[src/design/scd_pkg.sv]
package scd_pkg;

    // Field widths of one input item and one result item.
    localparam int SAMPLE_W   = 16;
    localparam int TIME_W     = 32;
    localparam int BASE_W     = 32;
    localparam int S_DATA_W   = 80;
    localparam int M_DATA_W   = 24;

    // Configuration port widths.
    localparam int CFG_IDX_W  = 3;
    localparam int CFG_DATA_W = 16;

    // Serial divider width and its step counter width.
    localparam int DIV_W      = 20;
    localparam int DIV_CNT_W  = $clog2(DIV_W + 1);

    // Fixed constants of the detection scheme.
    localparam logic [TIME_W-1:0] SLOW_INTERVAL = 32'd28;
    localparam logic [DIV_W-1:0]  PEN_DIVISOR   = 20'd10;
    localparam logic [1:0]        FAULT_FULL    = 2'd3;
    localparam logic [1:0]        SMOKE_FULL    = 2'd2;
    localparam logic [1:0]        PART_FULL     = 2'd3;

    // Configuration register indexes.
    typedef enum logic [CFG_IDX_W-1:0] {
        REG_RED_THRESH     = 3'd0,
        REG_BLUE_THRESH    = 3'd1,
        REG_LEAK_THRESH    = 3'd2,
        REG_CHAMBER_THRESH = 3'd3,
        REG_PART_RATIO     = 3'd4
    } cfg_index_t;

    // Sequencer states for one item.
    typedef enum logic [3:0] {
        ST_IDLE,
        ST_GAP,
        ST_STEP,
        ST_BASE,
        ST_DELTA,
        ST_START,
        ST_DIV,
        ST_PEN,
        ST_EVAL,
        ST_OUT
    } scd_state_t;

    // Integer third of an 8-bit value by reciprocal multiply (exact below 256).
    function automatic logic [7:0] div3(input logic [7:0] x);
        logic [15:0] p;
        p = 16'(x) * 16'd171;
        return {1'b0, p[15:9]};
    endfunction

endpackage

[src/design/scd_serial_div.sv]
module scd_serial_div
    import scd_pkg::*;
(
    input  logic             aclk,
    input  logic             aresetn,
    input  logic             start,
    input  logic [DIV_W-1:0] dividend,
    input  logic [DIV_W-1:0] divisor,
    output logic             busy,
    output logic [DIV_W-1:0] quotient
);

    logic [DIV_W-1:0]     rem_reg;
    logic [DIV_W-1:0]     quo_reg;
    logic [DIV_W-1:0]     den_reg;
    logic [DIV_CNT_W-1:0] cnt_reg;
    logic                 busy_reg;

    logic [DIV_W:0]       rem_shift;
    logic [DIV_W:0]       diff;

    // One restoring step: bring down the next dividend bit and try a subtract.
    assign rem_shift = {rem_reg, quo_reg[DIV_W-1]};
    assign diff      = rem_shift - {1'b0, den_reg};

    // Step counter and busy flag.
    always_ff @(posedge aclk) begin
        if (!aresetn) begin
            busy_reg <= 1'b0;
            cnt_reg  <= '0;
        end else if (start) begin
            busy_reg <= 1'b1;
            cnt_reg  <= DIV_CNT_W'(DIV_W);
        end else if (busy_reg) begin
            cnt_reg <= cnt_reg - 1'b1;
            if (cnt_reg == DIV_CNT_W'(1)) begin
                busy_reg <= 1'b0;
            end
        end
    end

    // Remainder and quotient shift registers, one quotient bit per cycle.
    always_ff @(posedge aclk) begin
        if (start) begin
            rem_reg <= '0;
            quo_reg <= dividend;
            den_reg <= divisor;
        end else if (busy_reg) begin
            if (!diff[DIV_W]) begin
                rem_reg <= diff[DIV_W-1:0];
                quo_reg <= {quo_reg[DIV_W-2:0], 1'b1};
            end else begin
                rem_reg <= rem_shift[DIV_W-1:0];
                quo_reg <= {quo_reg[DIV_W-2:0], 1'b0};
            end
        end
    end

    assign busy     = busy_reg;
    assign quotient = quo_reg;

endmodule

[src/design/scd_history.sv]
module scd_history
    import scd_pkg::*;
#(
    parameter int DEPTH = 6
) (
    input  logic                aclk,
    input  logic                aresetn,
    input  logic                insert,
    input  logic [SAMPLE_W-1:0] din,
    output logic [SAMPLE_W-1:0] tap
);

    logic [SAMPLE_W-1:0] hist_reg [DEPTH];

    // Shift line, oldest entry at index zero; a new sample enters at the top.
    always_ff @(posedge aclk) begin
        if (!aresetn) begin
            for (int i = 0; i < DEPTH; i++) begin
                hist_reg[i] <= '0;
            end
        end else if (insert) begin
            for (int i = 0; i < DEPTH - 1; i++) begin
                hist_reg[i] <= hist_reg[i+1];
            end
            hist_reg[DEPTH-1] <= din;
        end
    end

    // The rate penalty looks at the entry just below the newest one.
    assign tap = hist_reg[DEPTH-2];

endmodule

[src/design/smoke_chamber_detector_top.sv]
// Smoke chamber detector. Each input item carries one chamber sample (forward
// red, forward blue, background and a seconds timestamp) and yields exactly one
// result item with the sticky smoke and big-particle alarms, the light-leak and
// chamber faults and the integer part of the red baseline. Items are processed
// one at a time: the next item is accepted only once the sequencer is back in
// idle, and most of the sequence is spent in the 20-step bit-serial dividers
// (rate penalty and red/blue delta quotient run side by side). The result sits
// in an output register, so the next item is accepted while an earlier result
// still waits. Configuration writes are accepted at any time and must only be
// issued while the block is idle.
module smoke_chamber_detector_top
    import scd_pkg::*;
#(
    parameter int SLOW_HISTORY_DEPTH = 6
) (
    input  logic                  aclk,
    input  logic                  aresetn,

    // Input items.
    input  logic                  s_tvalid,
    output logic                  s_tready,
    // front_red, front_blue, background, time_seconds (from bit 0 up)
    input  logic [S_DATA_W-1:0]   s_tdata,

    // Result items.
    output logic                  m_tvalid,
    input  logic                  m_tready,
    // smoke_alarm, big_particle_alarm, light_leak_fault, chamber_fault,
    // red_baseline, zero fill (from bit 0 up)
    output logic [M_DATA_W-1:0]   m_tdata,

    // Configuration writes.
    input  logic                  cfg_valid,
    output logic                  cfg_ready,
    input  logic [CFG_IDX_W-1:0]  cfg_index,
    input  logic [CFG_DATA_W-1:0] cfg_data
);

    scd_state_t state_reg, state_next;

    // Configuration registers.
    logic [7:0]          red_thresh_reg;
    logic [7:0]          red_filt_reg;
    logic [7:0]          blue_thresh_reg;
    logic [15:0]         leak_thresh_reg;
    logic [15:0]         chamber_thresh_reg;
    logic [7:0]          ratio_reg;

    // Current item.
    logic [SAMPLE_W-1:0] red_reg, blue_reg, bg_reg;
    logic [TIME_W-1:0]   now_reg;

    // Persistent detector state.
    logic [TIME_W-1:0]   last_time_reg;
    logic [BASE_W-1:0]   red_base_reg, blue_base_reg;
    logic [1:0]          leak_count_reg, chamber_count_reg;
    logic [1:0]          smoke_count_reg, part_count_reg;
    logic                smoke_latched_reg, part_latched_reg;

    // Per-item working registers.
    logic [BASE_W:0]     gap_r_reg, gap_b_reg;
    logic                upd_r_reg, upd_b_reg;
    logic                zero_r_reg, zero_b_reg;
    logic [23:0]         step_r_reg, step_b_reg;
    logic                red_gt_h_reg;
    logic [DIV_W-1:0]    pen_num_reg;
    logic [SAMPLE_W-1:0] mag_r_reg, mag_b_reg;
    logic                q_neg_reg, blue_zero_reg;
    logic [SAMPLE_W-1:0] pen_reg;

    // Output register.
    logic                m_tvalid_reg;
    logic [M_DATA_W-1:0] m_tdata_reg;

    // Control.
    logic                in_accept;
    logic                div_start;
    logic                out_load;
    logic                slow_due;
    logic                hist_insert;
    logic [SAMPLE_W-1:0] hist_tap;

    // Datapath combinational terms.
    logic [BASE_W:0]     gap_r, gap_b;
    logic [SAMPLE_W-1:0] h_diff;
    logic [DIV_W-1:0]    pen_num;
    logic [39:0]         scaled_r, scaled_b;
    logic [BASE_W-1:0]   red_scaled, blue_scaled;
    logic                pos_r, pos_b;
    logic [BASE_W-1:0]   up_r, dn_r, up_b, dn_b;
    logic                leak_hit, chamber_hit;
    logic [1:0]          leak_count_next, chamber_count_next;
    logic [BASE_W:0]     pen_gap;
    logic                smoke_hit, part_hit, fault_free;
    logic [1:0]          smoke_count_next, part_count_next;
    logic                pen_busy, rat_busy;
    logic [DIV_W-1:0]    pen_q, rat_q;

    assign cfg_ready = 1'b1;
    assign in_accept = s_tvalid && s_tready;

    // Configuration register writes; the red filter threshold is kept as a third.
    always_ff @(posedge aclk) begin
        if (!aresetn) begin
            red_thresh_reg     <= 8'd20;
            red_filt_reg       <= 8'd6;
            blue_thresh_reg    <= 8'd10;
            leak_thresh_reg    <= 16'd200;
            chamber_thresh_reg <= 16'd200;
            ratio_reg          <= 8'd3;
        end else if (cfg_valid && cfg_ready) begin
            unique case (cfg_index)
                REG_RED_THRESH: begin
                    red_thresh_reg <= cfg_data[7:0];
                    red_filt_reg   <= div3(cfg_data[7:0]);
                end
                REG_BLUE_THRESH:    blue_thresh_reg    <= cfg_data[7:0];
                REG_LEAK_THRESH:    leak_thresh_reg    <= cfg_data;
                REG_CHAMBER_THRESH: chamber_thresh_reg <= cfg_data;
                REG_PART_RATIO:     ratio_reg          <= cfg_data[7:0];
                default: ;
            endcase
        end
    end

    // State register.
    always_ff @(posedge aclk) begin
        if (!aresetn) begin
            state_reg <= ST_IDLE;
        end else begin
            state_reg <= state_next;
        end
    end

    // Next state and sequencer outputs.
    always_comb begin
        state_next = state_reg;
        s_tready   = 1'b0;
        div_start  = 1'b0;
        out_load   = 1'b0;
        unique case (state_reg)
            ST_IDLE: begin
                s_tready = 1'b1;
                if (s_tvalid) begin
                    state_next = ST_GAP;
                end
            end
            ST_GAP:   state_next = ST_STEP;
            ST_STEP:  state_next = ST_BASE;
            ST_BASE:  state_next = ST_DELTA;
            ST_DELTA: state_next = ST_START;
            ST_START: begin
                div_start  = 1'b1;
                state_next = ST_DIV;
            end
            ST_DIV: begin
                if (!pen_busy && !rat_busy) begin
                    state_next = ST_PEN;
                end
            end
            ST_PEN:   state_next = ST_EVAL;
            ST_EVAL:  state_next = ST_OUT;
            ST_OUT: begin
                if (!m_tvalid_reg || m_tready) begin
                    out_load   = 1'b1;
                    state_next = ST_IDLE;
                end
            end
            default:  state_next = ST_IDLE;
        endcase
    end

    // Capture the item.
    always_ff @(posedge aclk) begin
        if (in_accept) begin
            red_reg  <= s_tdata[15:0];
            blue_reg <= s_tdata[31:16];
            bg_reg   <= s_tdata[47:32];
            now_reg  <= s_tdata[79:48];
        end
    end

    // Slow history: insert when at least the interval has gone by (wrapping).
    assign slow_due    = (now_reg - last_time_reg) >= SLOW_INTERVAL;
    assign hist_insert = (state_reg == ST_GAP) && slow_due;

    scd_history #(
        .DEPTH (SLOW_HISTORY_DEPTH)
    ) u_history (
        .aclk    (aclk),
        .aresetn (aresetn),
        .insert  (hist_insert),
        .din     (red_reg),
        .tap     (hist_tap)
    );

    always_ff @(posedge aclk) begin
        if (!aresetn) begin
            last_time_reg <= '0;
        end else if (hist_insert) begin
            last_time_reg <= now_reg;
        end
    end

    // Signed gap from each baseline to its sample, in Q16.16.
    assign gap_r = {1'b0, red_reg, 16'h0} - {1'b0, red_base_reg};
    assign gap_b = {1'b0, blue_reg, 16'h0} - {1'b0, blue_base_reg};

    always_ff @(posedge aclk) begin
        if (state_reg == ST_GAP) begin
            gap_r_reg  <= gap_r;
            gap_b_reg  <= gap_b;
            upd_r_reg  <= $signed(gap_r) < $signed({9'h0, red_filt_reg, 16'h0});
            upd_b_reg  <= $signed(gap_b) < $signed({9'h0, blue_thresh_reg, 16'h0});
            zero_r_reg <= (red_base_reg == '0);
            zero_b_reg <= (blue_base_reg == '0);
        end
    end

    // Baseline step: floor(gap * 66 / 65536), with 66 = 64 + 2.
    assign scaled_r = {gap_r_reg[BASE_W], gap_r_reg, 6'h0} +
                      {{6{gap_r_reg[BASE_W]}}, gap_r_reg, 1'b0};
    assign scaled_b = {gap_b_reg[BASE_W], gap_b_reg, 6'h0} +
                      {{6{gap_b_reg[BASE_W]}}, gap_b_reg, 1'b0};

    // Penalty numerator: (red - h) * 9, divided by ten later (same as * 90 / 100).
    assign h_diff  = red_reg - hist_tap;
    assign pen_num = {1'b0, h_diff, 3'h0} + {4'h0, h_diff};

    always_ff @(posedge aclk) begin
        if (state_reg == ST_STEP) begin
            step_r_reg   <= scaled_r[39:16];
            step_b_reg   <= scaled_b[39:16];
            red_gt_h_reg <= red_reg > hist_tap;
            pen_num_reg  <= pen_num;
        end
    end

    // Baseline update: load on first use, otherwise follow while below the filter.
    assign red_scaled  = red_base_reg + {{8{step_r_reg[23]}}, step_r_reg};
    assign blue_scaled = blue_base_reg + {{8{step_b_reg[23]}}, step_b_reg};

    // Red and blue deltas, truncated toward zero, as sign and magnitude.
    assign pos_r = {red_reg, 16'h0} >= red_base_reg;
    assign pos_b = {blue_reg, 16'h0} >= blue_base_reg;
    assign up_r  = {red_reg, 16'h0} - red_base_reg;
    assign dn_r  = red_base_reg - {red_reg, 16'h0};
    assign up_b  = {blue_reg, 16'h0} - blue_base_reg;
    assign dn_b  = blue_base_reg - {blue_reg, 16'h0};

    // Fault hits: background over the leak level, updated red baseline over the chamber level.
    assign leak_hit    = bg_reg > leak_thresh_reg;
    assign chamber_hit = red_base_reg > {chamber_thresh_reg, 16'h0};
    assign leak_count_next = !leak_hit ? 2'd0 :
                             (leak_count_reg == FAULT_FULL) ? FAULT_FULL :
                             leak_count_reg + 2'd1;
    assign chamber_count_next = !chamber_hit ? 2'd0 :
                                (chamber_count_reg == FAULT_FULL) ? FAULT_FULL :
                                chamber_count_reg + 2'd1;

    // Penalized red against the baseline decides the smoke hit.
    assign pen_gap    = {1'b0, pen_reg, 16'h0} - {1'b0, red_base_reg};
    assign smoke_hit  = !pen_gap[BASE_W] && (pen_gap[31:16] > {8'h0, red_thresh_reg});
    assign part_hit   = !q_neg_reg && (rat_q > {12'h0, ratio_reg});
    assign fault_free = (leak_count_reg != FAULT_FULL) && (chamber_count_reg != FAULT_FULL);

    assign smoke_count_next = smoke_hit ?
                              ((smoke_count_reg == SMOKE_FULL) ? SMOKE_FULL :
                               smoke_count_reg + 2'd1) :
                              ((smoke_count_reg == 2'd0) ? 2'd0 : smoke_count_reg - 2'd1);
    assign part_count_next = part_hit ?
                             ((part_count_reg == PART_FULL) ? PART_FULL :
                              part_count_reg + 2'd1) :
                             ((part_count_reg == 2'd0) ? 2'd0 : part_count_reg - 2'd1);

    // Detector state updates, one step of the item at a time.
    always_ff @(posedge aclk) begin
        if (!aresetn) begin
            red_base_reg      <= '0;
            blue_base_reg     <= '0;
            leak_count_reg    <= '0;
            chamber_count_reg <= '0;
            smoke_count_reg   <= '0;
            part_count_reg    <= '0;
            smoke_latched_reg <= 1'b0;
            part_latched_reg  <= 1'b0;
        end else begin
            if (state_reg == ST_BASE) begin
                if (zero_r_reg) begin
                    red_base_reg <= {red_reg, 16'h0};
                end else if (upd_r_reg) begin
                    red_base_reg <= red_scaled;
                end
                if (zero_b_reg) begin
                    blue_base_reg <= {blue_reg, 16'h0};
                end else if (upd_b_reg) begin
                    blue_base_reg <= blue_scaled;
                end
            end
            if (state_reg == ST_DELTA) begin
                leak_count_reg    <= leak_count_next;
                chamber_count_reg <= chamber_count_next;
            end
            if ((state_reg == ST_EVAL) && fault_free) begin
                smoke_count_reg <= smoke_count_next;
                if (smoke_count_next == SMOKE_FULL) begin
                    smoke_latched_reg <= 1'b1;
                end
                if (!blue_zero_reg) begin
                    part_count_reg <= part_count_next;
                    if (part_count_next == PART_FULL) begin
                        part_latched_reg <= 1'b1;
                    end
                end
            end
        end
    end

    // Delta magnitudes and the quotient sign for the particle test.
    always_ff @(posedge aclk) begin
        if (state_reg == ST_DELTA) begin
            mag_r_reg     <= pos_r ? up_r[31:16] : dn_r[31:16];
            mag_b_reg     <= pos_b ? up_b[31:16] : dn_b[31:16];
            blue_zero_reg <= pos_b ? (up_b[31:16] == '0) : (dn_b[31:16] == '0);
            q_neg_reg     <= pos_r ^ pos_b;
        end
    end

    // Rate penalty and particle quotient run side by side in serial dividers.
    scd_serial_div u_pen_div (
        .aclk     (aclk),
        .aresetn  (aresetn),
        .start    (div_start),
        .dividend (pen_num_reg),
        .divisor  (PEN_DIVISOR),
        .busy     (pen_busy),
        .quotient (pen_q)
    );

    scd_serial_div u_rat_div (
        .aclk     (aclk),
        .aresetn  (aresetn),
        .start    (div_start),
        .dividend ({4'h0, mag_r_reg}),
        .divisor  ({4'h0, mag_b_reg}),
        .busy     (rat_busy),
        .quotient (rat_q)
    );

    // Penalized red sample.
    always_ff @(posedge aclk) begin
        if (state_reg == ST_PEN) begin
            pen_reg <= red_gt_h_reg ? red_reg - pen_q[15:0] : red_reg;
        end
    end

    // Output register: holds the result until it is taken.
    always_ff @(posedge aclk) begin
        if (!aresetn) begin
            m_tvalid_reg <= 1'b0;
        end else if (out_load) begin
            m_tvalid_reg <= 1'b1;
        end else if (m_tready) begin
            m_tvalid_reg <= 1'b0;
        end
    end

    always_ff @(posedge aclk) begin
        if (out_load) begin
            m_tdata_reg <= {4'h0, red_base_reg[31:16],
                            chamber_count_reg == FAULT_FULL,
                            leak_count_reg == FAULT_FULL,
                            part_latched_reg, smoke_latched_reg};
        end
    end

    assign m_tvalid = m_tvalid_reg;
    assign m_tdata  = m_tdata_reg;

endmodule

[config.mk]
export PLATFORM = sky130hd
export DESIGN_NAME = smoke_chamber_detector_top
export DESIGN_NICKNAME = d
export VERILOG_FILES = /design/src/design/scd_pkg.sv /design/src/design/scd_serial_div.sv /design/src/design/scd_history.sv /design/src/design/smoke_chamber_detector_top.sv
export SDC_FILE = /design/constraint.sdc
export NUM_CORES = 2
export LEC_CHECK = 0
export ABC_AREA = 1
export BUFFER_PORTS_ARGS = -buffer_cell sky130_fd_sc_hd__buf_2
export CORE_ASPECT_RATIO = 1.1
export CORE_MARGIN = 2
export CORE_UTILIZATION = 40
export CTS_BUF_LIST = sky130_fd_sc_hd__clkbuf_8
export CTS_CLUSTER_SIZE = 12
export DETAILED_ROUTE_END_ITERATION = 8
export PLACE_DENSITY = 0.61
export SYNTH_ARGS = -nofsm -noshare
export SYNTH_HDL_FRONTEND = slang
export SYNTH_HIERARCHICAL = 1
export SYNTH_SLANG_ARGS = --single-unit
[constraint.sdc]
create_clock -name aclk -period 8.85 [get_ports aclk]
set_input_delay 1.3275 -clock aclk [delete_from_list [all_inputs] [get_ports aclk]]
set_output_delay 1.3275 -clock aclk [all_outputs]
set_load 0.01 [all_outputs]
======== Word-level counts from Yosys, hierarchy flattened ========
Memories as Yosys holds them, arrays and structs flattened.
Cells that the tools add are included.
storage, ports and cells
  flip-flop bits (word level) ............. 571
  memory bits (writable) .................. 96
  bits of input ports ..................... 104
  output and inout port bits .............. 27
  logic and storage cells ................. 215
  memories kept ........................... 1
memories
  memory              depth  width  rd ports  clocked after Yosys merged registers in  wr ports  line               text
  u_history.hist_reg  6      16     5         0                                        6         scd_history.sv:13  logic [SAMPLE_W-1:0] hist_reg [DEPTH];
cells by class
  add/subtract/negate cells ............... 25
  multiply operators ...................... 1
  order comparisons ....................... 10
  eq/ne operators ......................... 26
  multiplexer cells ....................... 56
  bitwise gates (word level) .............. 9
  reductions and logical operators ........ 38
operator list
  kind                                                                                  number
  16-bit 2-to-1 mux                                                                     11
  32-bit subtractor                                                                     5
  32-bit 2-to-1 mux                                                                     4
  32-bit by 32-bit subtractor with 33-bit output                                        3
  39-bit by 34-bit adder with 40-bit output                                             2
  20-bit 2-to-1 mux                                                                     4
  32-bit adder                                                                          2
  32-bit greater-or-equal comparator                                                    2
  32-bit logical NOT                                                                    2
  4-bit case mux with 10 select lines                                                   1
  33-bit by 24-bit < comparator with 1-bit output                                       1
  33-bit by 25-bit < comparator with 1-bit output                                       1
  32-bit by 5-bit greater-or-equal comparator with 1-bit output, second input constant  1
  16-bit greater-than comparator                                                        2
  32-bit greater-than comparator                                                        1
  16-bit logical NOT                                                                    2
  16-bit subtractor                                                                     2
  21-bit by 16-bit subtractor with 21-bit output                                        1
  21-bit by 4-bit subtractor with 21-bit output, second input constant                  1
  19-bit by 16-bit adder with 20-bit output                                             1
  20-bit by 8-bit greater-than comparator with 1-bit output                             1
  2-bit 2-to-1 mux                                                                      10
  5-bit 2-to-1 mux                                                                      4
  1-bit 2-to-1 mux                                                                      19
  other kinds (29)                                                                      82

======== Longest topological paths before layout ========
  word-level depth ........................ 7
  depth in mapped cells ................... 25
  gate-level depth less buffers ........... 25

======== Cells and area by module ========
The synthesis kept the hierarchy.
by module, submodules not included
  module                      times used  cells each  area each (sq um)  seq. area each (sq um)
  smoke_chamber_detector_top  1           4,686       35,287.6           12,161.7
  scd_serial_div              2           577         4,216.5            1,721.7
  scd_history                 1           118         1,458.9            960.9

======== Least setup slack after synthesis ========
Ideal clock, no wire load.
  path kind ............................... input -> register
  start point ............................. input s_tvalid
  end point ............................... register bg_reg[0] (enable)
  library setup time ...................... 617 ps
  arrival time ............................ 6,794 ps
  data required time ...................... 8,233 ps
  slack ................................... 1,439 ps
  cell stages on the path ................. 2
  path buffers ............................ 0
  cells stage by stage .................... inv_1 > nor3_1
on the way
  word-level cells in the longest chain between the ends .. 1
ends and longest elaborated chain
  element                 line                               text
  start: declaration      smoke_chamber_detector_top.sv:20   input logic s_tvalid,
  1-bit logical AND       smoke_chamber_detector_top.sv:100  assign in_accept = s_tvalid && s_tready;
  net in_accept           smoke_chamber_detector_top.sv:76   logic in_accept;
  end signal: assignment  smoke_chamber_detector_top.sv:178  bg_reg <= s_tdata[47:32];
  end: declaration        smoke_chamber_detector_top.sv:50   logic [SAMPLE_W-1:0] red_reg, blue_reg, bg_reg;
The timed path passes the listed nets, and every way through them passes these cells.
A chain may end at the register's enable or synchronous reset.

======== Worst setup path after layout ========
  start point ............................. register red_reg[0]
  end point ............................... register pen_num_reg[17] (data pin)
on the way
  word-level cells in the longest chain between the ends .. 2
ends and longest elaborated chain
  element                                    line                               text
  start: declaration                         smoke_chamber_detector_top.sv:50
  start signal: assignment                   smoke_chamber_detector_top.sv:176  red_reg <= s_tdata[15:0];
  16-bit subtractor                          smoke_chamber_detector_top.sv:227  assign h_diff = red_reg - hist_tap;
  19-bit by 16-bit adder with 20-bit output  smoke_chamber_detector_top.sv:228  assign pen_num = {1'b0, h_diff, 3'h0} + {4'h0, h_diff};
  net pen_num[17]                            smoke_chamber_detector_top.sv:86   logic [DIV_W-1:0] pen_num;
  end signal: assignment                     smoke_chamber_detector_top.sv:235  pen_num_reg <= pen_num;
  end: declaration                           smoke_chamber_detector_top.sv:66   logic [DIV_W-1:0] pen_num_reg;
The timed path passes the listed nets, and every way through them passes these cells.

==> run summary <==
Clock power frac = 27.7%
layout cell share with drive strength beyond 1 = 7.873%
global-route wire length before repair = 199.6 mm
Internal = 0.006250 W
WL final = 126.6 mm
number of setup buffers added after CTS = 0
sequential share of power = 37.4%
fillers = 11511
# resized after CTS = 0
maxcap violations = 0
wire per inst = 16.40 um
# setup viols final = 0
clk sink count = 627
Worst Path Max Fanout = 6
die area = 115700 sq um
clock buffer count from CTS = 110
Rel. slew slack = 21.95%
Multi-input gate area = 24510 sq um
Met3 Routed Length = 6.155 mm
Primary FF master, synth = edfxtp_1
M1 WL = 59.44 mm
Die Ht = 356.5 um
Synth area leaders = edfxtp_1 (27%), nand2_1 (12%), ha_1 (12%), dfxtp_1 (10%), inv_1 (7.7%)
Net Sw Power = 0.003816 W
PnR worst setup slack = 4.198 ns
Hold Path Origin = mag_b_reg[14]
leading area contributor after synthesis = edfxtp_1
Synth Register Bits = 627
Remaining Overflow, GRT = 0
GRT Total Usage = 21.46%
DP Area = 47270 sq um
remaining antenna violation count after routing = 0
Setup Crit Path Kind = flop to flop
crit path launch = red_reg[0]
outcome = completed
Yosys top cell area share = 26.65%
CTS tree = done
Synth Area per Inst = 7.583 sq um
Critical Path AT = 5.26 ns
setup_tns = 0 ns
Max VDD drop = 0.1814 mV
Die X-Extent = 324.4 um
Clk pin slew, worst setup/hold paths = 0.06 ns
sequential area share after synthesis = 36.67%
root buffer cell = clkbuf_8
most common cell after layout, fill and taps aside = nand2_1
critical path endpoint category = flop
reg2reg start = red_reg[0]
PortBufs = 125
CP Launch Type = flop
fin crit period = 4.652 ns
period utilization = 52.57%
Core ar. = 112200 sq um
synthesized cell area = 45180 sq um
RSZ-0062 raised after global routing = no
post-DP HPWL = 98.91 mm
RD Place Congestion = 0.9930
register area = 16570 sq um
hold buffer count at cts = 0
H-tree depth = 3
Layout Nets = 6669
Core Rows = 129
PwrDens = 203.1 nW/um^2
max layer used = met4
initial antenna violation count = 1
share of flip-flops with an asynchronous set or reset = 0%
detailed-route DRC error count = 0
P&R area growth vs syn = 9.693%
Fin. Hold Viols = 0
Pre-antenna DRT Iters = 6
dpl ws = 3.717 ns
initial core utilization = 40.28%
Cells after Synth = 5958
Crit path required time = 9.46 ns
highest-count cells in the layout ignoring fill and taps = nand2_1 (1447), inv_1 (965), a21oi_1 (551), nor2_1 (501), ha_1 (428)
Distinct cells, synth = 65
yosys warns = 6
Clock Tree Buf Depth = 3
I/O pin cnt = 131
Clk Latency, worst-skew pair = 0.80 ns
via count = 38924
Max Slew Vio Count = 0
DR iter-0 viols = 2598
number of global-route vias before repair = 37183
final std cells w/o fill = 7718
Pleak = 23.29 nW
Post-synth EDFFs = 401
Post-Layout Inst Area = 49560 sq um
routed wl met2 = 57.61 mm
part of the power in combinational logic = 34.9%
vias per std cell = 5.043
Slew @ Worst Pin = 1.171 ns
Placed Cells = 7509
Switching Share = 37.91%
Max Fclk = 0.2150 GHz
pin count of the biggest net entering global routing = 81
HP Class = flop to flop
Worst Skew = 0.06059 ns
critical path, cell delays in order (launching register included):
cell and delay [ns]:
edfxtp_1 0.61, inv_1 0.18, ha_1 0.25, inv_1 0.07
fa_1 0.39, nand3_1 0.11, a21oi_1 0.07, a211oi_1 0.38
o21ai_0 0.20, a21boi_0 0.30, o21ai_0 0.17, xor2_1 0.19
ha_1 0.39, a21oi_1 0.20, o21ai_0 0.10, a221oi_1 0.42
o21bai_1 0.15, nand2_1 0.10, xor2_1 0.17
power by group through the flow:
| stage | Combinational (W) | Sequential (W) | Clock, W |
|---|---|---|---|
| after floorplan | 0.00258 | 0.00373 | 0 |
| after global placement | 0.00345 | 0.00382 | 0 |
| after detailed placement | 0.00349 | 0.00383 | 0 |
| after CTS | 0.00350 | 0.00377 | 0.00290 |
| after global routing | 0.00396 | 0.00379 | 0.00302 |
| final | 0.00351 | 0.00377 | 0.00279 |
metal layers:
metal  global-route usage [%]  vias up
met1                    29.06    17984
met4                    6.837        0
met2                    35.59      854
met5                        0        -
li1                         -    19880
met3                    2.735      206
logic make-up after synthesis:
group           after synthesis  share of synthesized area (%)
simple gates               2532                          23.92
flops                       627                          36.67
compound gates             1063                          12.93
fa+ha+maj                   450                          12.83
other cells                   2                        0.01662
xor+xnor                    214                          4.149
buf+inv                    1070                          9.485
path summary, 6_finish.rpt:
check	endpoint	slack, ns	cells after the start
max	pen_num_reg[17]	4.20	18
min reg2reg	u_rat_div/den_reg[14]	0.42	0
min	u_rat_div/den_reg[14]	0.42	0
max reg2reg	pen_num_reg[17]	4.20	18
Yosys cell counts (35+ instances only):
master    count
nand3_2      43
clkbuf_1     75
nand3_1     243
nand2_1    1447
edfxtp_1    401
a21oi_1     551
nand2_2      53
inv_1       926
nor2_1      508
xnor2_1      71
o21bai_1     40
o21ai_0     297
nand4_1      57
ha_1        428
xor2_1      143
nor2_2       35
nor3_1       75
dfxtp_1     226
per-stage QoR:
| step | util [%] | hold slack (ns) | total power [W] |
|---|---|---|---|
| after floorplan | - | 0.4003 | 0.006316 |
| after global placement | 42.14 | 0.4019 | 0.007273 |
| after detailed placement | 42.14 | 0.4045 | 0.007312 |
| after CTS | 44.18 | 0.4192 | 0.01016 |
| after global routing | 44.18 | 0.4279 | 0.01077 |
| final | 44.18 | 0.4177 | 0.01007 |
cell type report:
class,count,share of cell area (%)
Antenna cell,1,0.005049
Clock buffer,125,3.471
Clock inverter,83,1.134
Inverter,936,7.089
Multi-Input combinational cell,4292,49.46
Sequential cell,627,33.43
Tap cell,1506,3.802
Timing Repair Buffer,148,1.616
(Power assumes the default switching activity.)
